### config.mk
export PLATFORM = sky130hd
export DESIGN_NAME = integer_to_ascii_field_formatter_top
export DESIGN_NICKNAME = d
export VERILOG_FILES = /design/src/hw/rtl/iafmt_pkg.sv /design/src/hw/rtl/integer_to_ascii_field_formatter_top.sv
export SDC_FILE = /design/constraint.sdc
export NUM_CORES = 1
export LEC_CHECK = 0
export ABC_CLOCK_PERIOD_IN_PS = 6500
export BUFFER_PORTS_ARGS = -buffer_cell sky130_fd_sc_hd__buf_2
export CAP_MARGIN = 20
export CORE_MARGIN = 4
export CORE_UTILIZATION = 52
export CTS_BUF_LIST = sky130_fd_sc_hd__clkbuf_4 sky130_fd_sc_hd__clkbuf_8
export DETAILED_ROUTE_END_ITERATION = 8
export PLACE_DENSITY = 0.69
export SLEW_MARGIN = 20
export SYNTH_ARGS = -nofsm -noshare
export SYNTH_HDL_FRONTEND = slang
export SYNTH_SLANG_ARGS = --single-unit
### constraint.sdc
create_clock -name clock -period 6.5 [get_ports clock]
set_input_delay 1.3 -clock clock [delete_from_list [all_inputs] [get_ports clock]]
set_output_delay 1.3 -clock clock [all_outputs]
set_load 0.02 [all_outputs]
### src/hw/rtl/iafmt_pkg.sv
// Shared types and constants for the integer to ASCII field formatter.
package iafmt_pkg;

   localparam int MAX_FIELD_WIDTH = 64;
   localparam int DIGIT_SLOTS     = 20;
   localparam int VALUE_BITS      = 64;
   localparam int WIDTH_BITS      = 7;
   localparam int DIGIT_IDX_BITS  = $clog2(DIGIT_SLOTS);
   localparam int STEP_BITS       = $clog2(VALUE_BITS);

   localparam logic [1:0] OP_UDEC = 2'd0;
   localparam logic [1:0] OP_SDEC = 2'd1;
   localparam logic [1:0] OP_HEX  = 2'd2;

   localparam logic [7:0] CHR_SPACE   = 8'h20;
   localparam logic [7:0] CHR_MINUS   = 8'h2D;
   localparam logic [7:0] CHR_ZERO    = 8'h30;
   localparam logic [7:0] CHR_UPPER_A = 8'h41;
   localparam logic [7:0] CHR_LOWER_A = 8'h61;

   typedef struct packed {
      logic [1:0]            op;
      logic [VALUE_BITS-1:0] value;
      logic                  upper_case;
      logic [WIDTH_BITS-1:0] field_width;
      logic                  zero_pad;
      logic                  left_justify;
   } req_payload_type;

   typedef struct packed {
      logic [7:0] char_code;
      logic       last_char;
   } rsp_payload_type;

   // ASCII code of one digit, hexadecimal letters in the chosen case
   function automatic logic [7:0] digit_char(input logic [3:0] d, input logic upper);
      logic [7:0] base;
      begin
         base = upper ? CHR_UPPER_A : CHR_LOWER_A;
         if (d < 4'd10) begin
            digit_char = CHR_ZERO + {4'b0, d};
         end else begin
            digit_char = base + {4'b0, d} - 8'd10;
         end
      end
   endfunction

endpackage

### src/hw/rtl/integer_to_ascii_field_formatter_top.sv
// Integer to ASCII field formatter: sequencer, shift-and-add-3 converter, character output.
//
//   channel | direction | handshake             | payload
//   req     | in        | req_valid / req_ready | req_data  (iafmt_pkg::req_payload_type)
//   rsp     | out       | rsp_valid / rsp_ready | rsp_data  (iafmt_pkg::rsp_payload_type)
//
// Decimal items pass through the shared shift-and-add-3 converter (one value bit per
// cycle); hexadecimal items skip it. A leading-digit scan follows, and the field leaves
// at one beat per cycle while rsp_ready is high, up to 64 beats. req_ready is high only
// while idle. Reset is synchronous and clears the sequencer and the output valid.
// rsp_ready low holds the output register and, in the emitting states, the sequencer; the
// last beat may wait in the output register while the next item is accepted.
module integer_to_ascii_field_formatter_top (
   input  logic                       clock,
   input  logic                       reset,
   input  logic                       req_valid,
   output logic                       req_ready,
   input  iafmt_pkg::req_payload_type req_data,
   output logic                       rsp_valid,
   input  logic                       rsp_ready,
   output iafmt_pkg::rsp_payload_type rsp_data
);

   localparam logic [2:0] ST_IDLE  = 3'd0;
   localparam logic [2:0] ST_CONV  = 3'd1;
   localparam logic [2:0] ST_SCAN  = 3'd2;
   localparam logic [2:0] ST_PRE   = 3'd3;
   localparam logic [2:0] ST_SIGN  = 3'd4;
   localparam logic [2:0] ST_ZERO  = 3'd5;
   localparam logic [2:0] ST_DIGIT = 3'd6;
   localparam logic [2:0] ST_POST  = 3'd7;

   localparam int VB = iafmt_pkg::VALUE_BITS;
   localparam int WB = iafmt_pkg::WIDTH_BITS;
   localparam int DB = iafmt_pkg::DIGIT_IDX_BITS;
   localparam int SB = iafmt_pkg::STEP_BITS;
   localparam int NS = iafmt_pkg::DIGIT_SLOTS;

   logic [2:0]             state_ff,   state_in;
   logic [VB-1:0]          bin_ff,     bin_in;
   logic [NS-1:0][3:0]     bcd_ff,     bcd_in;
   logic [SB-1:0]          step_ff,    step_in;
   logic [DB-1:0]          dig_ff,     dig_in;
   logic [WB-1:0]          pad_ff,     pad_in;
   logic [WB-1:0]          width_ff,   width_in;
   logic                   neg_ff,     neg_in;
   logic                   upper_ff,   upper_in;
   logic                   zpad_ff,    zpad_in;
   logic                   left_ff,    left_in;
   logic                   rsp_valid_ff, rsp_valid_in;
   iafmt_pkg::rsp_payload_type rsp_data_ff, rsp_data_in;

   logic [NS-1:0][3:0]     bcd_adj;
   logic [VB-1:0]          mag;
   logic                   in_neg;
   logic                   emitting;
   logic                   emit_go;
   logic [3:0]             cur_digit;
   logic [WB-1:0]          len;
   logic [WB-1:0]          padlen;
   logic [7:0]             emit_char;

   assign req_ready = (state_ff == ST_IDLE);
   assign rsp_valid = rsp_valid_ff;
   assign rsp_data  = rsp_data_ff;

   assign in_neg = (req_data.op == iafmt_pkg::OP_SDEC) && req_data.value[VB-1];
   assign mag    = in_neg ? (~req_data.value + {{(VB-1){1'b0}}, 1'b1}) : req_data.value;

   // add 3 to every BCD digit of five or more before the shift
   always_comb begin
      for (int i = 0; i < NS; i++) begin
         bcd_adj[i] = (bcd_ff[i] >= 4'd5) ? (bcd_ff[i] + 4'd3) : bcd_ff[i];
      end
   end

   assign cur_digit = bcd_ff[dig_ff];
   assign len       = WB'(dig_ff) + WB'(1) + WB'(neg_ff);
   assign padlen    = (width_ff > len) ? (width_ff - len) : '0;

   assign emitting = (state_ff == ST_PRE) || (state_ff == ST_SIGN) || (state_ff == ST_ZERO) ||
                     (state_ff == ST_DIGIT) || (state_ff == ST_POST);
   assign emit_go  = emitting && (!rsp_valid_ff || rsp_ready);

   always_comb begin
      unique case (state_ff)
         ST_PRE, ST_POST: emit_char = iafmt_pkg::CHR_SPACE;
         ST_SIGN:         emit_char = iafmt_pkg::CHR_MINUS;
         ST_ZERO:         emit_char = iafmt_pkg::CHR_ZERO;
         ST_DIGIT:        emit_char = iafmt_pkg::digit_char(cur_digit, upper_ff);
         default:         emit_char = iafmt_pkg::CHR_SPACE;
      endcase
   end

   always_comb begin
      state_in     = state_ff;
      bin_in       = bin_ff;
      bcd_in       = bcd_ff;
      step_in      = step_ff;
      dig_in       = dig_ff;
      pad_in       = pad_ff;
      width_in     = width_ff;
      neg_in       = neg_ff;
      upper_in     = upper_ff;
      zpad_in      = zpad_ff;
      left_in      = left_ff;
      rsp_valid_in = rsp_valid_ff && !rsp_ready;
      rsp_data_in  = rsp_data_ff;

      unique case (state_ff)
         ST_IDLE: begin
            if (req_valid) begin
               neg_in   = in_neg;
               upper_in = req_data.upper_case;
               zpad_in  = req_data.zero_pad;
               left_in  = req_data.left_justify;
               width_in = (req_data.field_width > WB'(iafmt_pkg::MAX_FIELD_WIDTH)) ?
                          WB'(iafmt_pkg::MAX_FIELD_WIDTH) : req_data.field_width;
               dig_in   = DB'(NS - 1);
               step_in  = '1;
               if (req_data.op == iafmt_pkg::OP_HEX) begin
                  // nibbles are the digits already
                  bcd_in   = {(NS * 4)'(mag)};
                  state_in = ST_SCAN;
               end else begin
                  bin_in   = mag;
                  bcd_in   = '0;
                  state_in = ST_CONV;
               end
            end
         end
         ST_CONV: begin
            bcd_in  = (NS * 4)'({bcd_adj, bin_ff[VB-1]});
            bin_in  = {bin_ff[VB-2:0], 1'b0};
            step_in = step_ff - SB'(1);
            if (step_ff == '0) begin
               state_in = ST_SCAN;
            end
         end
         ST_SCAN: begin
            // drop leading zero digits, keep at least one
            if (cur_digit == 4'd0 && dig_ff != '0) begin
               dig_in = dig_ff - DB'(1);
            end else begin
               pad_in = padlen;
               if (!left_ff && !zpad_ff && padlen != '0) begin
                  state_in = ST_PRE;
               end else if (neg_ff) begin
                  state_in = ST_SIGN;
               end else if (!left_ff && zpad_ff && padlen != '0) begin
                  state_in = ST_ZERO;
               end else begin
                  state_in = ST_DIGIT;
               end
            end
         end
         ST_PRE: begin
            if (emit_go) begin
               pad_in = pad_ff - WB'(1);
               if (pad_ff == WB'(1)) begin
                  state_in = neg_ff ? ST_SIGN : ST_DIGIT;
               end
            end
         end
         ST_SIGN: begin
            if (emit_go) begin
               state_in = (!left_ff && zpad_ff && pad_ff != '0) ? ST_ZERO : ST_DIGIT;
            end
         end
         ST_ZERO: begin
            if (emit_go) begin
               pad_in = pad_ff - WB'(1);
               if (pad_ff == WB'(1)) begin
                  state_in = ST_DIGIT;
               end
            end
         end
         ST_DIGIT: begin
            if (emit_go) begin
               dig_in = dig_ff - DB'(1);
               if (dig_ff == '0) begin
                  state_in = (left_ff && pad_ff != '0) ? ST_POST : ST_IDLE;
               end
            end
         end
         ST_POST: begin
            if (emit_go) begin
               pad_in = pad_ff - WB'(1);
               if (pad_ff == WB'(1)) begin
                  state_in = ST_IDLE;
               end
            end
         end
         default: begin
            state_in = ST_IDLE;
         end
      endcase

      if (emit_go) begin
         rsp_valid_in          = 1'b1;
         rsp_data_in.char_code = emit_char;
         rsp_data_in.last_char = (state_in == ST_IDLE);
      end
   end

   always_ff @(posedge clock) begin
      if (reset) begin
         state_ff     <= ST_IDLE;
         rsp_valid_ff <= 1'b0;
      end else begin
         state_ff     <= state_in;
         rsp_valid_ff <= rsp_valid_in;
      end
   end

   always_ff @(posedge clock) begin
      bin_ff      <= bin_in;
      bcd_ff      <= bcd_in;
      step_ff     <= step_in;
      dig_ff      <= dig_in;
      pad_ff      <= pad_in;
      width_ff    <= width_in;
      neg_ff      <= neg_in;
      upper_ff    <= upper_in;
      zpad_ff     <= zpad_in;
      left_ff     <= left_in;
      rsp_data_ff <= rsp_data_in;
   end

endmodule

Word-level counts from Yosys, hierarchy flattened
Index checks and enable logic that the tools add are counted.

Bits in registers: 186. Logic and storage cells: 203.

Multiplexer cells: 63. Add/subtract/negate cells: 30. Reduce and logical (&&, ||, !) cells: 36. Order comparisons: 24. Bitwise logic cells: 1. Equality and inequality tests: 16.

Operators by type and width (count): 2-to-1 mux 64 bit (4); case mux 80 bit (2 select lines) (1); case mux 64 bit (2 select lines) (1); >= comparator 4 x 3 -> 1 bit, second input constant (20); 2-to-1 mux 4 bit (20); 2-to-1 mux 80 bit (1); adder 4 x 2 -> 4 bit, second input constant (19); adder 64 x 1 -> 64 bit, second input constant (1); NOT 64 bit (1); 2-to-1 mux 3 bit (15); case mux 3 bit (8 select lines) (1); case mux 8 bit (3 select lines) (1); 2-to-1 mux 7 bit (3); binary-select mux 4 bit (select 5 bit) (1); 2-to-1 mux 5 bit (3); case mux 5 bit (3 select lines) (1); case mux 7 bit (2 select lines) (1); nonzero test 7 bit (2); == test 3 bit, second input constant (4); 2-to-1 mux 6 bit (2); case mux 6 bit (2 select lines) (1); logical AND 1 bit (10); 2-to-1 mux 2 bit (5); inequality test 2 bit, second input constant (5); other kinds (35) (47).

Logic depth before layout (Yosys ltp)
Word-level depth: 12. Depth in mapped cells: 16. Depth with buffers taken out: 14.

Worst setup path before layout
Ideal clock, no wire load.

Path type: input-to-reg. From: in req_data[74] (netlist bit). To: reg bin_ff[0], enable pin. Stages: 3. Setup time: 565 ps. Path slack: 36 ps. Arrival: 5899 ps. Path through: nand2b_1 -> a21oi_1 -> nor3_1.

Longest elaborated chain between the ends: 3.

RTL lines: from (decl) (RTL line integer_to_ascii_field_formatter_top.sv:18) `input iafmt_pkg::req_payload_type req_data,`; == test 2 bit (RTL line integer_to_ascii_field_formatter_top.sv:121) `if (req_data.op == iafmt_pkg::OP_HEX) begin`; inequality test 2 bit (no source line); AND reduction 3 bit (no source line); to (signal assigned) (RTL line integer_to_ascii_field_formatter_top.sv:217) `bin_ff <= bin_in;`; to (decl) (RTL line integer_to_ascii_field_formatter_top.sv:40) `logic [VB-1:0] bin_ff, bin_in;`.

No other way between the ends. A chain may end at the register's enable or synchronous reset.

Worst setup path in the final report
From: reg dig_ff[0]. To: reg dig_ff[4], enable pin.

Longest elaborated chain between the ends: 6.

RTL lines: from (decl) (RTL line integer_to_ascii_field_formatter_top.sv:43) `logic [DB-1:0] dig_ff, dig_in;`; from (signal assigned) (RTL line integer_to_ascii_field_formatter_top.sv:220) `dig_ff <= dig_in;`; binary-select mux 4 bit (select 5 bit) (RTL line integer_to_ascii_field_formatter_top.sv:77) `assign cur_digit = bcd_ff[dig_ff];`; 2-to-1 mux 4 bit (implied by the code) (RTL line integer_to_ascii_field_formatter_top.sv:77); zero test 4 bit (RTL line integer_to_ascii_field_formatter_top.sv:142) `if (cur_digit == 4'd0 && dig_ff != '0) begin`; logical AND 1 bit (*) (RTL line integer_to_ascii_field_formatter_top.sv:142); inequality test 2 bit (no source line) (*); AND reduction 4 bit (no source line) (*).

Every way passes the cells marked *; elsewhere a longest branch is shown, timed or not. The select of a mux whose other input is x is not followed.

==> impl_metrics.json <==
{
  "cts_setup_buffers": 0,
  "min_path_type": "reg -> reg",
  "timing.critical_path.arrival_ps": 4490,
  "fp.dieArea_sq_mm": 0.0262,
  "rr_startpoint": "dig_ff[0]$_SDFFCE_PN1P_",
  "critPathBufInv": 1,
  "clk_path_buf_depth": 2,
  "worstMarginPinSlew_ps": 1040,
  "yosysSeqAreaShare": 0.447,
  "placed_area_sq_mm": 0.0130,
  "cts_htree_levels": 4,
  "first_pass_iters": 8,
  "timing.final.hold_violations": 0,
  "reg2regPathDepth": 9,
  "fmaxAchievable_mhz": 229,
  "hold-path-cell-count": 2,
  "syn-mean-instance-area_sq_um": 9.80,
  "grt_antenna_before_repair": 0,
  "cellLeakagePower_uw": 0.00483,
  "synth_async_reset_ratio": 0,
  "irDropWorstVdd_v": 0.000188,
  "drt_wl_total_um": 28800,
  "p_per_area_mw_per_mm2": 406,
  "reg2reg_to": "dig_ff[4]$_SDFFCE_PN1P_",
  "worst_skew_pair.late_latency_ps": 470,
  "stdcell_count": 1645,
  "post_route_cells_drive_above_1_share": 0.132,
  "drcViolationCount": 0,
  "worst_case_setup_margin_in_the_final_layout_ps": 2130,
  "die_width_um": 162,
  "finalSetupTns_ps": 0,
  "dr_total_vias": 9508,
  "chipHeight_um": 162,
  "crit_path_start_kind": "register",
  "min_from": "bin_ff[62]$_DFFE_PP_",
  "initialDrtViolationCount": 798,
  "setup.reg_to_reg.worst_slack_ps": 2130,
  "cts_root_buffer": "sky130_fd_sc_hd__clkbuf_8",
  "placement.setup.worst_slack_ps": 2150,
  "finish.instance_area_sq_mm": 0.0134,
  "crit_fanout": 15,
  "rsz0062_at_grt": "false",
  "design.portCount": 91,
  "finalWorstPathRequiredPeriod_ps": 4370,
  "period_share": 0.673,
  "synth-edff-count": 181,
  "status": "finished, final reports clean",
  "setup_violation_total_in_the_final_timing_report": 0,
  "cts_resized": 0,
  "start_util": 0.527,
  "worst_slew_margin_rel": 0.307,
  "critical-path-slowest-cell": "sky130_fd_sc_hd__edfxtp_1",
  "cts_hold_buffers": 0,
  "grt_pass1_vias": 9204,
  "end_kind": "register",
  "gp_routability_congestion": 0.882,
  "ys.flop_type": "sky130_fd_sc_hd__edfxtp_1",
  "cp_top_family": "compound AO/OA/AOI/OAI gates",
  "coreArea_sq_mm": 0.0234,
  "area.growth.synth_to_final_pct": 8.35,
  "synth.yosys.warnings": 0,
  "max_cap_violations": 0,
  "finalHoldWorstSlack_ps": 531,
  "worstSetupStartpoint": "dig_ff[0]$_SDFFCE_PN1P_",
  "synth.net_count": 1395,
  "critical_path.max_stage_delay_ps": 830,
  "global_route.overflow_total": 0,
  "timing.critical_path.required_ps": 6610,
  "route.detailed.wl_per_inst_um": 17.5,
  "tritoncts": "done",
  "timing_worst_setup_path_type": "reg -> reg",
  "post_synth_cell_types": 75,
  "synth-seq-cells": 185,
  "cts.clk_slew.worst_paths_ps": 100,
  "crit_path_cell_trace": "buf_4 -> mux4_2 -> mux2i_1 -> nor2_1 -> a211oi_2 -> ha_1 -> or4b_4 -> or3_1 -> a21oi_1",
  "insertedDiodeCount": 0,
  "detailed_place_hpwl_um": 20500,
  "post_synth_inst_count": 1258,
  "global_route.usage.total": 0.221,
  "finalNetCount": 1451,
  "buffer_ports.inserted": 89,
  "cts.sink_count": 185,
  "timing.final.max_slew_violations": 0,
  "mappedNetlistArea_sq_mm": 0.0123,
  "grt_max_degree": 114,
  "cts_inserted_buffers": 17,
  "route.antenna.remaining_nets": 0,
  "skew_ps": 16.5,
  "rows": 56,
  "worst_hold_path.endpoint": "bin_ff[63]$_DFFE_PP_",
  "placedCellCount": 1614,
  "routed_via_density": 5.78,
  "grt_pass1_wl_um": 47100
}
## worst max-delay path by stage
stage	slack [ps]	depth (start not counted)	endpoint
2_1_floorplan	40	3	bin_ff[0]$_SDFFCE_PP0P_
3_3_place_gp	2270	9	dig_ff[0]$_SDFFCE_PN1P_
3_5_place_dp	2150	9	dig_ff[0]$_SDFFCE_PN1P_
4_1_cts	2120	9	dig_ff[1]$_SDFFCE_PN1P_
5_1_grt	1820	9	dig_ff[1]$_SDFFCE_PN1P_
6_report	2130	9	dig_ff[4]$_SDFFCE_PN1P_
## power by group
group / switching [uW] / internal, uW / total, uW
clock network: 445 / 303 / 747
logic: 1340 / 918 / 2260
registers: 417 / 2000 / 2410
## worst min-delay path: stages (launching register included)
cell,delay [ps]
sky130_fd_sc_hd__edfxtp_1,330
sky130_fd_sc_hd__nand2_1,50
sky130_fd_sc_hd__o21ai_1,60
## cell usage after synthesis (4+ instances only)
library cell | count | area [sq um]
sky130_fd_sc_hd__a21boi_0 | 5 | 37.5
sky130_fd_sc_hd__a21oi_1 | 118 | 591
sky130_fd_sc_hd__a31oi_1 | 13 | 81.3
sky130_fd_sc_hd__buf_1 | 17 | 63.8
sky130_fd_sc_hd__clkbuf_1 | 35 | 131
sky130_fd_sc_hd__dfxtp_1 | 4 | 80.1
sky130_fd_sc_hd__edfxtp_1 | 181 | 5440
sky130_fd_sc_hd__ha_1 | 56 | 701
sky130_fd_sc_hd__inv_1 | 71 | 267
sky130_fd_sc_hd__mux2i_1 | 13 | 130
sky130_fd_sc_hd__mux4_2 | 13 | 293
sky130_fd_sc_hd__nand2_1 | 93 | 349
sky130_fd_sc_hd__nand2b_1 | 29 | 181
sky130_fd_sc_hd__nand3_1 | 74 | 370
sky130_fd_sc_hd__nor2_1 | 87 | 327
sky130_fd_sc_hd__nor2b_1 | 17 | 106
sky130_fd_sc_hd__nor3_1 | 26 | 130
sky130_fd_sc_hd__nor3b_1 | 23 | 173
sky130_fd_sc_hd__nor4_1 | 7 | 43.8
sky130_fd_sc_hd__nor4b_1 | 4 | 35.0
sky130_fd_sc_hd__o21a_1 | 7 | 52.6
sky130_fd_sc_hd__o21ai_0 | 130 | 651
sky130_fd_sc_hd__o21ai_1 | 6 | 30.0
sky130_fd_sc_hd__o21ai_2 | 5 | 43.8
sky130_fd_sc_hd__o31ai_1 | 24 | 180
sky130_fd_sc_hd__o41ai_1 | 6 | 52.6
sky130_fd_sc_hd__or3_1 | 6 | 37.5
sky130_fd_sc_hd__or4_4 | 5 | 56.3
sky130_fd_sc_hd__xnor2_1 | 70 | 613
sky130_fd_sc_hd__xor2_1 | 42 | 368
## flip-flops by register name, summed over array words and instances, names as in the netlist, 3 cells and up
name,flops
bcd_ff,80
width_ff,7
bin_ff,64
rsp_data,8
state_ff,3
step_ff,6
pad_ff,7
dig_ff,5
## per-layer routing
metal	wire (um)	vias up	GRT usage
li1	-	4689	-
met1	13400	4488	0.317
met4	391	0	0.0496
met2	13400	306	0.361
met3	1660	25	0.0307
met5	0	-	0
## kinds of logic (layout without fill, tap and decap cells)
logic type,count (synthesis),in the layout,share of synthesized area
flops,185,185,0.447
other cells,1,1,0.000304
fa+ha+maj,57,57,0.0585
xor+xnor,112,112,0.0796
mux,30,30,0.0416
compound gates,340,340,0.158
simple gates,402,402,0.172
buf+inv,131,199,0.0423
## cells in the final DEF (no fill, tap or decap), types with 5 or more instances in the layout
cell / netlist / routed
sky130_fd_sc_hd__edfxtp_1: 181 / 181
sky130_fd_sc_hd__o21ai_0: 130 / 130
sky130_fd_sc_hd__a21oi_1: 118 / 118
sky130_fd_sc_hd__nand2_1: 93 / 92
sky130_fd_sc_hd__buf_2: 3 / 89
sky130_fd_sc_hd__nor2_1: 87 / 87
sky130_fd_sc_hd__nand3_1: 74 / 74
sky130_fd_sc_hd__inv_1: 71 / 71
sky130_fd_sc_hd__xnor2_1: 70 / 70
sky130_fd_sc_hd__ha_1: 56 / 56
sky130_fd_sc_hd__xor2_1: 42 / 42
sky130_fd_sc_hd__nand2b_1: 29 / 29
sky130_fd_sc_hd__nor3_1: 26 / 24
sky130_fd_sc_hd__o31ai_1: 24 / 24
sky130_fd_sc_hd__nor3b_1: 23 / 23
sky130_fd_sc_hd__clkbuf_8: 0 / 17
sky130_fd_sc_hd__nor2b_1: 17 / 16
sky130_fd_sc_hd__mux4_2: 13 / 13
sky130_fd_sc_hd__mux2i_1: 13 / 13
sky130_fd_sc_hd__a31oi_1: 13 / 13
sky130_fd_sc_hd__nor4_1: 7 / 7
sky130_fd_sc_hd__o21a_1: 7 / 7
sky130_fd_sc_hd__buf_4: 1 / 7
sky130_fd_sc_hd__or3_1: 6 / 6
sky130_fd_sc_hd__o21ai_1: 6 / 6
sky130_fd_sc_hd__o41ai_1: 6 / 6
sky130_fd_sc_hd__or4_4: 5 / 5
sky130_fd_sc_hd__o21ai_2: 5 / 5
sky130_fd_sc_hd__a21boi_0: 5 / 5
## final cells by class
cell class / count / area, sq um
repair buffers: 96 / 498
fillers: 2091 / 10000
clock inverters: 14 / 123
inverters: 72 / 270
multi-input cells: 942 / 6320
well taps: 319 / 399
flip-flops and latches: 185 / 5520
clock buffers: 17 / 234
## through the flow
step | util | power, uW
2_1_floorplan | - | 4090
3_3_place_gp | 0.555 | 4620
3_5_place_dp | 0.555 | 4690
4_1_cts | 0.571 | 5440
5_1_grt | 0.571 | 5850
6_report | 0.571 | 5420
Note: power is estimated with default switching activity, not from simulation.
